--- src/rtl/hxl_pkg.sv ---
// Shared types and constants for the hex text memory loader.
// Character codes, parser mode encoding and the result record.
// No dependencies.
`timescale 1ns / 1ps

package hxl_pkg;

	localparam int ADDR_BITS_DEF = 16;
	localparam int OUT_ADDR_W    = 16;
	localparam int CHAR_W        = 8;
	localparam int BYTE_W        = 8;
	// result beat: 1 + 16 + 8 + 1 + 16 = 42 bits, padded to 48
	localparam int RES_BITS      = 1 + OUT_ADDR_W + BYTE_W + 1 + OUT_ADDR_W;
	localparam int RES_TDATA_W   = ((RES_BITS + 7) / 8) * 8;

	localparam logic [CHAR_W-1:0] CHAR_AT     = 8'h40;
	localparam logic [CHAR_W-1:0] CHAR_COLON  = 8'h3A;
	localparam logic [CHAR_W-1:0] CHAR_SPACE  = 8'h20;
	localparam logic [CHAR_W-1:0] CHAR_ZERO   = 8'h30;
	localparam logic [CHAR_W-1:0] CHAR_NINE   = 8'h39;
	localparam logic [CHAR_W-1:0] CHAR_UP_A   = 8'h41;
	localparam logic [CHAR_W-1:0] CHAR_UP_F   = 8'h46;
	localparam logic [CHAR_W-1:0] CHAR_LOW_A  = 8'h61;
	localparam logic [CHAR_W-1:0] CHAR_LOW_F  = 8'h66;

	typedef enum logic [2:0] {
		MODE_DATA  = 3'b001,
		MODE_ADDR  = 3'b010,
		MODE_ENTRY = 3'b100
	} hxl_mode_t;

	typedef struct packed {
		logic                  write_valid;
		logic [OUT_ADDR_W-1:0] write_address;
		logic [BYTE_W-1:0]     write_data;
		logic                  entry_valid;
		logic [OUT_ADDR_W-1:0] entry_point;
	} hxl_result_t;

endpackage

--- src/rtl/hxl_step.sv ---
// Combinational parser step: next state and result for one character.
// Uses hxl_pkg for character codes, mode encoding and the result record.
`timescale 1ns / 1ps

module hxl_step #(
	parameter int ADDR_BITS = hxl_pkg::ADDR_BITS_DEF
) (
	input  logic [hxl_pkg::CHAR_W-1:0] char_code,
	input  logic                       line_end,
	input  hxl_pkg::hxl_mode_t         mode,
	input  logic [ADDR_BITS-1:0]       load_address,
	input  logic [hxl_pkg::BYTE_W-1:0] byte_value,
	input  logic                       byte_pending,
	input  logic [ADDR_BITS-1:0]       start_point,
	output hxl_pkg::hxl_mode_t         mode_nx,
	output logic [ADDR_BITS-1:0]       load_address_nx,
	output logic [hxl_pkg::BYTE_W-1:0] byte_value_nx,
	output logic                       byte_pending_nx,
	output logic [ADDR_BITS-1:0]       start_point_nx,
	output hxl_pkg::hxl_result_t       result
);

	logic                       is_hex;
	logic [3:0]                 nibble;
	logic                       wv;
	logic                       ev;
	logic [ADDR_BITS-1:0]       wa;
	logic [hxl_pkg::BYTE_W-1:0] wd;
	logic [ADDR_BITS+15:0]      wa_ext;
	logic [ADDR_BITS+15:0]      ep_ext;
	logic [hxl_pkg::CHAR_W-1:0] diff;

	// hex digit decode, either case
	always_comb begin
		is_hex = 1'b0;
		diff   = '0;
		if (char_code >= hxl_pkg::CHAR_ZERO && char_code <= hxl_pkg::CHAR_NINE) begin
			is_hex = 1'b1;
			diff   = char_code - hxl_pkg::CHAR_ZERO;
		end else if (char_code >= hxl_pkg::CHAR_LOW_A && char_code <= hxl_pkg::CHAR_LOW_F) begin
			is_hex = 1'b1;
			diff   = char_code - hxl_pkg::CHAR_LOW_A + 8'd10;
		end else if (char_code >= hxl_pkg::CHAR_UP_A && char_code <= hxl_pkg::CHAR_UP_F) begin
			is_hex = 1'b1;
			diff   = char_code - hxl_pkg::CHAR_UP_A + 8'd10;
		end
		nibble = diff[3:0];
	end

	always_comb begin
		mode_nx         = mode;
		load_address_nx = load_address;
		byte_value_nx   = byte_value;
		byte_pending_nx = byte_pending;
		start_point_nx  = start_point;
		wv = 1'b0;
		ev = 1'b0;
		wa = '0;
		wd = '0;

		if (char_code == hxl_pkg::CHAR_AT) begin
			if (byte_pending) begin
				wv = 1'b1;
				wa = load_address;
				wd = byte_value;
				load_address_nx = load_address + ADDR_BITS'(1);
			end
			byte_pending_nx = 1'b0;
			mode_nx         = hxl_pkg::MODE_ENTRY;
			start_point_nx  = '0;
			ev              = 1'b1;
		end else if (char_code == hxl_pkg::CHAR_COLON) begin
			// flush writes at the old address; the address field restarts anyway
			if (byte_pending) begin
				wv = 1'b1;
				wa = load_address;
				wd = byte_value;
			end
			byte_pending_nx = 1'b0;
			mode_nx         = hxl_pkg::MODE_ADDR;
			load_address_nx = '0;
		end else if (char_code == hxl_pkg::CHAR_SPACE) begin
			if (byte_pending && mode != hxl_pkg::MODE_ADDR && mode != hxl_pkg::MODE_ENTRY) begin
				wv = 1'b1;
				wa = load_address;
				wd = byte_value;
				load_address_nx = load_address + ADDR_BITS'(1);
			end
			byte_pending_nx = 1'b0;
			mode_nx         = hxl_pkg::MODE_DATA;
			byte_value_nx   = '0;
		end else if (is_hex) begin
			unique case (mode)
				hxl_pkg::MODE_ADDR: begin
					load_address_nx = {load_address[ADDR_BITS-5:0], nibble};
				end
				hxl_pkg::MODE_ENTRY: begin
					start_point_nx = {start_point[ADDR_BITS-5:0], nibble};
					ev             = 1'b1;
				end
				default: begin
					byte_value_nx = {byte_value[3:0], nibble};
				end
			endcase
			byte_pending_nx = 1'b1;
		end

		// line end behaves like a trailing space; a prior write already cleared pending
		if (line_end) begin
			if (byte_pending_nx && mode_nx != hxl_pkg::MODE_ADDR
			    && mode_nx != hxl_pkg::MODE_ENTRY) begin
				wv = 1'b1;
				wa = load_address_nx;
				wd = byte_value_nx;
				load_address_nx = load_address_nx + ADDR_BITS'(1);
			end
			byte_pending_nx = 1'b0;
			mode_nx         = hxl_pkg::MODE_DATA;
			byte_value_nx   = '0;
		end
	end

	assign wa_ext = {16'b0, wa};
	assign ep_ext = {16'b0, start_point_nx};

	assign result.write_valid   = wv;
	assign result.write_address = wa_ext[hxl_pkg::OUT_ADDR_W-1:0];
	assign result.write_data    = wd;
	assign result.entry_valid   = ev;
	assign result.entry_point   = ep_ext[hxl_pkg::OUT_ADDR_W-1:0];

endmodule

--- src/rtl/hex_text_memory_loader.sv ---
// Hex text memory loader top level: input register, parser state, result register.
// Depends on hxl_pkg and hxl_step.
`timescale 1ns / 1ps
//
// Usage:
//   Slave side carries one ASCII character per beat on s_tdata, with s_tlast
//   set when the line ends after that character. Master side returns exactly
//   one result beat per input beat: a memory byte write (valid, address, data)
//   and the current entry point with a flag when this beat updated it.
//   The input beat passes through the input register, then the parser step
//   runs from that register and the parser state into the result register.
//   Throughput is one character per cycle while m_tready is high; the parser state
//   update is combinational shift and compare logic, so one beat follows the next directly.
//   When the receiver stalls, the result register holds its beat and the input
//   register takes one more beat if it is empty, after which s_tready drops until
//   m_tready returns.
//   Reset (arst_n low) clears both registers' valid flags and sets the parser
//   to data mode with address, byte, pending flag and entry point at zero.

module hex_text_memory_loader #(
	parameter int ADDR_BITS = hxl_pkg::ADDR_BITS_DEF
) (
	input  logic                            clk,
	input  logic                            arst_n,
	input  logic                            s_tvalid,
	output logic                            s_tready,
	input  logic [hxl_pkg::CHAR_W-1:0]      s_tdata,  // [7:0] char_code
	input  logic                            s_tlast,  // line_end
	output logic                            m_tvalid,
	input  logic                            m_tready,
	// [0] write_valid, [16:1] write_address, [24:17] write_data,
	// [25] entry_valid, [41:26] entry_point, [47:42] zero
	output logic [hxl_pkg::RES_TDATA_W-1:0] m_tdata
);

	logic                       valid_s1;
	logic [hxl_pkg::CHAR_W-1:0] char_s1;
	logic                       eol_s1;
	logic                       advance;

	hxl_pkg::hxl_mode_t         mode_q, mode_nx;
	logic [ADDR_BITS-1:0]       load_address_q, load_address_nx;
	logic [hxl_pkg::BYTE_W-1:0] byte_value_q, byte_value_nx;
	logic                       byte_pending_q, byte_pending_nx;
	logic [ADDR_BITS-1:0]       start_point_q, start_point_nx;

	hxl_pkg::hxl_result_t       step_res;
	hxl_pkg::hxl_result_t       res_q;
	logic                       res_valid_q;

	assign advance  = valid_s1 && (!res_valid_q || m_tready);
	assign s_tready = !valid_s1 || advance;

	always_ff @(posedge clk or negedge arst_n) begin
		if (!arst_n) begin
			valid_s1 <= 1'b0;
		end else if (s_tready) begin
			valid_s1 <= s_tvalid;
		end
	end

	always_ff @(posedge clk) begin
		if (s_tready && s_tvalid) begin
			char_s1 <= s_tdata;
			eol_s1  <= s_tlast;
		end
	end

	hxl_step #(
		.ADDR_BITS(ADDR_BITS)
	) u_step (
		.char_code       (char_s1),
		.line_end        (eol_s1),
		.mode            (mode_q),
		.load_address    (load_address_q),
		.byte_value      (byte_value_q),
		.byte_pending    (byte_pending_q),
		.start_point     (start_point_q),
		.mode_nx         (mode_nx),
		.load_address_nx (load_address_nx),
		.byte_value_nx   (byte_value_nx),
		.byte_pending_nx (byte_pending_nx),
		.start_point_nx  (start_point_nx),
		.result          (step_res)
	);

	// parser state commits only when the beat moves into the result register
	always_ff @(posedge clk or negedge arst_n) begin
		if (!arst_n) begin
			mode_q         <= hxl_pkg::MODE_DATA;
			load_address_q <= '0;
			byte_value_q   <= '0;
			byte_pending_q <= 1'b0;
			start_point_q  <= '0;
		end else if (advance) begin
			mode_q         <= mode_nx;
			load_address_q <= load_address_nx;
			byte_value_q   <= byte_value_nx;
			byte_pending_q <= byte_pending_nx;
			start_point_q  <= start_point_nx;
		end
	end

	always_ff @(posedge clk or negedge arst_n) begin
		if (!arst_n) begin
			res_valid_q <= 1'b0;
		end else if (advance) begin
			res_valid_q <= 1'b1;
		end else if (m_tready) begin
			res_valid_q <= 1'b0;
		end
	end

	always_ff @(posedge clk) begin
		if (advance) begin
			res_q <= step_res;
		end
	end

	assign m_tvalid = res_valid_q;
	assign m_tdata  = {
		(hxl_pkg::RES_TDATA_W - hxl_pkg::RES_BITS)'(0),
		res_q.entry_point,
		res_q.entry_valid,
		res_q.write_data,
		res_q.write_address,
		res_q.write_valid
	};

endmodule

--- config.mk ---
export PLATFORM = sky130hd
export DESIGN_NAME = hex_text_memory_loader
export DESIGN_NICKNAME = d
export VERILOG_FILES = /design/src/rtl/hxl_pkg.sv /design/src/rtl/hxl_step.sv /design/src/rtl/hex_text_memory_loader.sv
export SDC_FILE = /design/constraint.sdc
export NUM_CORES = 1
export LEC_CHECK = 0
export BUFFER_PORTS_ARGS = -buffer_cell sky130_fd_sc_hd__buf_2
export CORE_UTILIZATION = 42
export DETAILED_ROUTE_END_ITERATION = 7
export PLACE_DENSITY = 0.61
export SLEW_MARGIN = 20
export SYNTH_ARGS = -nofsm -noshare
export SYNTH_HDL_FRONTEND = slang
export SYNTH_SLANG_ARGS = --single-unit
--- constraint.sdc ---
create_clock -name clk -period 5.25 [get_ports clk]
set_clock_uncertainty 0.2 [all_clocks]
set_input_delay 0.7875 -clock clk [delete_from_list [all_inputs] [get_ports clk]]
set_output_delay 0.7875 -clock clk [all_outputs]
set_load 0.01 [all_outputs]
After elaboration in Yosys (flattened, before gate mapping)
Index checks and enable logic that the tools add are counted.
{"block": "word_totals", "regBits": 97, "input_bits": 13}
{"block": "op_classes", "muxes": 62, "addsub": 7, "n_lt_le_gt_ge": 6, "n_reduce_logical": 15, "eq_ne": 9}
{"cell": "two-way mux 16 bit", "count": 21}
{"cell": "two-way mux 8 bit", "count": 13}
{"cell": "adder 16 x 1 -> 16 bit (second input constant)", "count": 2}
{"cell": "two-way mux 1 bit", "count": 21}
{"cell": "== test 8 x 6 -> 1 bit (second input constant)", "count": 2}
{"cell": "greater-or-equal comparator 8 x 7 -> 1 bit (second input constant)", "count": 2}
{"cell": "<= comparator 8 x 7 -> 1 bit (second input constant)", "count": 2}
{"cell": "two-way mux 3 bit", "count": 4}
{"cell": "two-way mux 4 bit", "count": 3}
{"cell": "subtractor 4 x 1 -> 4 bit (second input constant)", "count": 3}
{"cell": "logical AND 1 bit", "count": 9}
{"cell": "adder 4 bit (second input constant)", "count": 2}
{"cell": "== test 8 x 7 -> 1 bit (second input constant)", "count": 1}
{"cell": "greater-or-equal comparator 8 x 6 -> 1 bit (second input constant)", "count": 1}
{"cell": "<= comparator 8 x 6 -> 1 bit (second input constant)", "count": 1}
{"cell": "!= test 3 x 2 -> 1 bit (second input constant)", "count": 2}
{"cell": "!= test 3 bit (second input constant)", "count": 2}
{"cell": "== test 3 x 2 -> 1 bit (second input constant)", "count": 1}
{"cell": "== test 3 bit (second input constant)", "count": 1}
{"cell": "zero test 1 bit", "count": 2}
{"cell": "logical OR 1 bit", "count": 2}
{"cell": "nonzero test 2 bit", "count": 1}
{"cell": "OR reduction 2 bit", "count": 1}

Longest topological paths before layout
{"block": "logic_depth", "ltp_word": 13, "mapped_depth": 15}

Hierarchy
A second synthesis with hierarchy kept.
{"block": "unflattened", "cells_unflattened": 596, "area_unflattened_um2": 6095.8}
{"module": "hex_text_memory_loader", "n_inst": 1, "seq_area_each_um2": 2683.8, "area_each_um2": 3474.6, "cells_per_inst": 159}
{"module": "hxl_step", "n_inst": 1, "seq_area_each_um2": 0.0, "area_each_um2": 2621.3, "cells_per_inst": 437}

Least setup slack after synthesis
No wires, ideal clock.
{"block": "synth_timing", "path_type": "reg2reg", "startpoint": "register char_s1[0] (netlist bit)", "endpoint": "register load_address_q[10]", "setup_ns": 0.135, "slack_ns": 1.410, "synth_period_minus_slack_ns": 3.840, "path_stages_with_launch": 16, "t_arrival_ns": 3.505, "path_cell_list": "edfxtp_1 -> inv_1 -> ha_1 -> or3b_1 -> and4bb_4 -> or2_1 -> buf_6 -> mux2_2 -> a21oi_1 -> a2bb2oi_1 -> ha_1 -> inv_1 -> a311oi_1 -> nand4_1 -> a2111oi_0 -> o31ai_1"}
{"block": "synth_via", "elab_chain_cells": 13, "word_cells_on_any_way": 42, "cone_classes": "6 x add/sub; 6 x order compare; 5 x eq/ne; 20 x mux; 5 x reduce/logical"}
{"item": "start: declaration", "line_no": "hex_text_memory_loader.sv:37", "source": "logic [hxl_pkg::CHAR_W-1:0] char_s1;"}
{"item": "start signal: assignment", "line_no": "hex_text_memory_loader.sv:64", "source": "char_s1 <= s_tdata;"}
{"item": "subtractor 4 x 1 -> 4 bit, or another cell as far along", "line_no": "hxl_step.sv:42, hxl_step.sv:45"}
{"item": "adder 4 bit or logical AND 1 bit (tied branches)", "line_no": "hxl_step.sv:42, hxl_step.sv:45, hxl_step.sv:43"}
{"item": "two-way mux 4 bit or two-way mux 1 bit (tied branches)", "line_no": "hxl_step.sv:43", "source": "end else if (char_code >= hxl_pkg::CHAR_UP_A && char_code <= hxl_pkg::CHAR_UP_F) begin"}
{"item": "two-way mux 4 bit or two-way mux 1 bit (tied branches)", "line_no": "hxl_step.sv:40", "source": "end else if (char_code >= hxl_pkg::CHAR_LOW_A && char_code <= hxl_pkg::CHAR_LOW_F) begin"}
{"item": "two-way mux 4 bit or two-way mux 1 bit (tied branches)", "line_no": "hxl_step.sv:37", "source": "if (char_code >= hxl_pkg::CHAR_ZERO && char_code <= hxl_pkg::CHAR_NINE) begin"}
{"item": "two-way mux 16 bit or two-way mux 1 bit (tied branches)", "line_no": "hxl_step.sv:93, hxl_step.sv:92"}
{"item": "two-way mux 16 bit or two-way mux 1 bit (tied branches)", "line_no": "hxl_step.sv:92, hxl_step.sv:82"}
{"item": "two-way mux 16 bit or two-way mux 1 bit (tied branches)", "line_no": "hxl_step.sv:82, hxl_step.sv:72"}
{"item": "two-way mux 16 bit or two-way mux 1 bit (tied branches)", "line_no": "hxl_step.sv:72, hxl_step.sv:61"}
{"item": "two-way mux 16 bit or logical AND 1 bit (tied branches)", "line_no": "hxl_step.sv:61, hxl_step.sv:110"}
{"item": "adder 16 x 1 -> 16 bit or logical AND 1 bit (tied branches)", "line_no": "hxl_step.sv:115, hxl_step.sv:111"}
{"item": "two-way mux 16 bit", "line_no": "hxl_step.sv:110", "source": "if (byte_pending_nx && mode_nx != hxl_pkg::MODE_ADDR"}
{"item": "two-way mux 16 bit (*)", "line_no": "hxl_step.sv:109", "source": "if (line_end) begin"}
{"item": "end signal: assignment", "line_no": "hex_text_memory_loader.sv:97", "source": "load_address_q <= load_address_nx;"}
{"item": "end: declaration", "line_no": "hex_text_memory_loader.sv:42", "source": "logic [ADDR_BITS-1:0] load_address_q, load_address_nx;"}
Mark *: on every way between the ends. The rest lies on a longest branch, timed or not.
A chain may end at the register's enable or synchronous reset.

Final worst setup path
Ends and elaborated chain as after synthesis.

==> qor.yml <==
synth:
  yosys_warnings: 0
  netlist_instances: 649
  synth_area_leaders: "edfxtp_1 (26%), dfrtp_1 (19%), nand2_1 (8.6%)"
  synth-compound-area-share_pct: 21.74
  synthArstFlopShare_pct: 47.42
  synth.most_common_cell: "nand2_1"
  synth_xor_area_share_pct: 2.357
  syn_area_mm2: 0.005944
  synth_top_family_by_area: "simple AND/OR/NAND/NOR gates"
  synth.top_cell.area_share_pct: 25.76
  synth_top_cell_by_area: "edfxtp_1"
  synthMuxAreaShare_pct: 0.7156
  dominantRegCellSynth: "edfxtp_1"
  synth-simple-area-share_pct: 24.02
  synthTopCellsByCount: "nand2_1 (136), edfxtp_1 (51), dfrtp_1 (45)"
  syn_area_per_cell_um2: 9.159
  synth_adder_area_share_pct: 1.684
  yosysSeqAreaShare_pct: 45.15
  synth-edff-count: 51
  synth-seq-cells: 97
  yosysUniqueCellTypes: 86
floorplan:
  die_w_um: 121.0
  io_pins: 63
  dieArea_mm2: 0.01463
  coreArea_mm2: 0.01383
  rows: 43
  start_util_pct: 42.99
  die_h_um: 121.0
global_route:
  grt.overflow.total: 0
  gr-max-usage-layer: "met2"
  use_met3_pct: 6.015
  grt_antenna_before_repair: 0
  gr-usage-met1_pct: 31.79
  grt_max_degree: 56
  track_usage_pct: 24.14
  grtUsageMet2_pct: 37.96
  grt_pass1_wl_um: 26880
  grt_pass1_vias: 5029
critical_path:
  arrival_ns: 4.77
  crit_path_max_fanout: 9
  path_cells: "inv_1, ha_1, or4b_1, a2111oi_1, o211ai_1, mux2_2, a21oi_1, a2bb2oi_1, ha_1, inv_1, a311oi_1, nand4_1, a2111oi_0, o31ai_1"
  crit_buf_inv: 2
  slowest_stage: "a2111oi_1"
  path_class: "reg -> reg"
  crit_required_ns: 5.27
  startpoint_type: "register"
  critPathTopFamily: "compound AO/OA/AOI/OAI gates"
  slowest_delay_ns: 0.68
  critPathCaptureType: "register"
outcome:
  status: "complete, no violations"
cts:
  cts_sinks: 97
  htreeDepth: 3
  cts_tree: "built"
  ctsHoldBuffers: 0
  cts_root_buffer: "clkbuf_16"
  cts_resized: 0
  ctsLongestPathBuffers: 2
  insertion_delay_ns: 0.36
  postCtsSetupBuffers: 0
  cts_buffers: 9
  cts.reportedPaths.clkPinSlew_ns: 0.07
drt:
  ant_nets: 0
  drt_iter0_markers: 697
  dr.pass1.iters: 5
  num_vias: 5307
  routedWlPerCell_um: 19.48
  via_per_inst: 6.093
  wl_um: 16970
  drc: 0
hold_path:
  hp-class: "reg -> reg"
timing:
  finalWorstSetupSlack_ns: 0.5047
  rsz0062_at_grt: "no"
  max_freq_ghz: 0.2107
  fin_crit_ns: 4.745
  tightest_slew_ns: 1.148
  maxSlewHeadroom_pct: 21.50
  final-setup-viol-count: 0
  slew_viol_final: 0
  fin_crit_sh_pct: 90.39
  tns_ns: 0
  finalHoldViolCount: 0
  worst_hold_slack_ns: 0.2864
place:
  pre_cts_ws_ns: 0.6717
  globalplace.congestion: 0.9711
  port_buffers: 56
  dp_hpwl_um: 11980
pwr:
  leakage_nw: 2.523
  vdd_drop_max_mv: 0.1742
  power.density_mw_per_mm2: 294.8
job:
  max_cap_viol_count: 0
layout:
  area_growth_syn_to_layout_pct: 11.81
  antennaDiodeCount: 0
  layout.nets: 707
  ff_latch_area_mm2: 0.002684
  fillers: 1259
  drive_gt1_share_pct: 15.34
  multi_input_area_mm2: 0.003034
==> stage by stage <==
| stage | area [um2] | power (mW) | util (%) | std cells |
|---|---|---|---|---|
| after floorplan | 5963 | 1.207 | - | 654 |
| after global placement | 6350 | 1.312 | 45.92 | 855 |
| after detailed placement | 6359 | 1.322 | 45.99 | 855 |
| after CTS | 6646 | 1.965 | 48.07 | 871 |
| after global routing | 6646 | 2.052 | 48.07 | 871 |
| final | 6646 | 1.959 | 48.07 | 871 |
==> registers in the layout, indices dropped and copies added, names as in the netlist, 3 cells and up <==
name and cells:
load_address_q 16, byte_value_q 8, start_point_q 16, char_s1 8
m_tdata 42, mode_q 3
==> cell families after synthesis <==
| family | Yosys count |
|---|---|
| AO/OA/AOI/OAI | 177 |
| XOR/XNOR | 16 |
| adder cells (fa/ha/maj) | 8 |
| buffers and inverters | 59 |
| flip-flops | 97 |
| multiplexers | 4 |
| other | 1 |
| AND/OR/NAND/NOR | 287 |
==> cells in the final DEF (no fill, tap or decap), types with 5 or more instances in the layout <==
master	synthesis	routed
a211oi_1	7	7
a21o_1	6	6
a21oi_1	24	24
a22o_1	14	14
a22oi_1	9	9
a31oi_1	11	11
and2_1	8	8
and3_1	7	7
buf_2	2	56
buf_4	6	12
clkbuf_16	0	9
conb_1	1	6
dfrtp_1	45	45
edfxtp_1	51	51
ha_1	8	8
inv_1	11	10
nand2_1	136	136
nand2b_1	6	6
nand3_1	25	25
nand4_1	9	9
nor2_1	34	33
nor3_1	15	15
nor4_1	11	10
o211ai_1	6	6
o21ai_0	39	39
o31a_1	5	5
o31ai_1	7	7
xnor2_1	11	11
xor2_1	5	5
==> worst paths after layout <==
| check | from | end | slack [ns] | depth (start not counted) |
|---|---|---|---|---|
| hold / removal | start_point_q[13] | start_point_q[13] | 0.29 | 2 |
| setup reg to reg | char_s1[0] | load_address_q[10] | 0.50 | 14 |
| max in group asynchronous | arst_n | load_address_q[10] | 4.08 | 2 |
| min in group asynchronous | arst_n | byte_value_q[0] | 0.33 | 2 |
| hold reg to reg | start_point_q[13] | start_point_q[13] | 0.29 | 2 |
| setup / recovery | char_s1[0] | load_address_q[10] | 0.50 | 14 |
==> worst min-delay path, cell delays in order (launching register included) <==
cell and delay (ns):
dfrtp_1 0.35, nand2_1 0.05, nand2_1 0.06
==> routing by layer <==
| metal | routed length, um | share of wire, % | vias to the layer above |
|---|---|---|---|
| met5 | 0 | 0 | - |
| met4 | 493 | 2.9 | 0 |
| met3 | 1171 | 6.9 | 40 |
| met2 | 7985 | 47 | 239 |
| met1 | 7319 | 43 | 2530 |
| li1 | - | - | 2498 |
==> report_power, final <==
part,switching [mW],leakage [nW],internal (mW),total [mW]
Clock,0.306,0.139,0.342,0.648
Sequential,0.0938,1.13,0.873,0.967
Combinational,0.207,1.26,0.137,0.344
==> area by class of cell <==
type                       count  share of cell area [%]
tap                          180                   3.389
multi-input combinational    498                   45.65
inverter                      12                  0.6777
clock buffer                  11                   3.652
clock inverter                 5                  0.6777
timing repair buffer          68                   5.572
sequential                    97                   40.38
(Power assumes the default switching activity.)
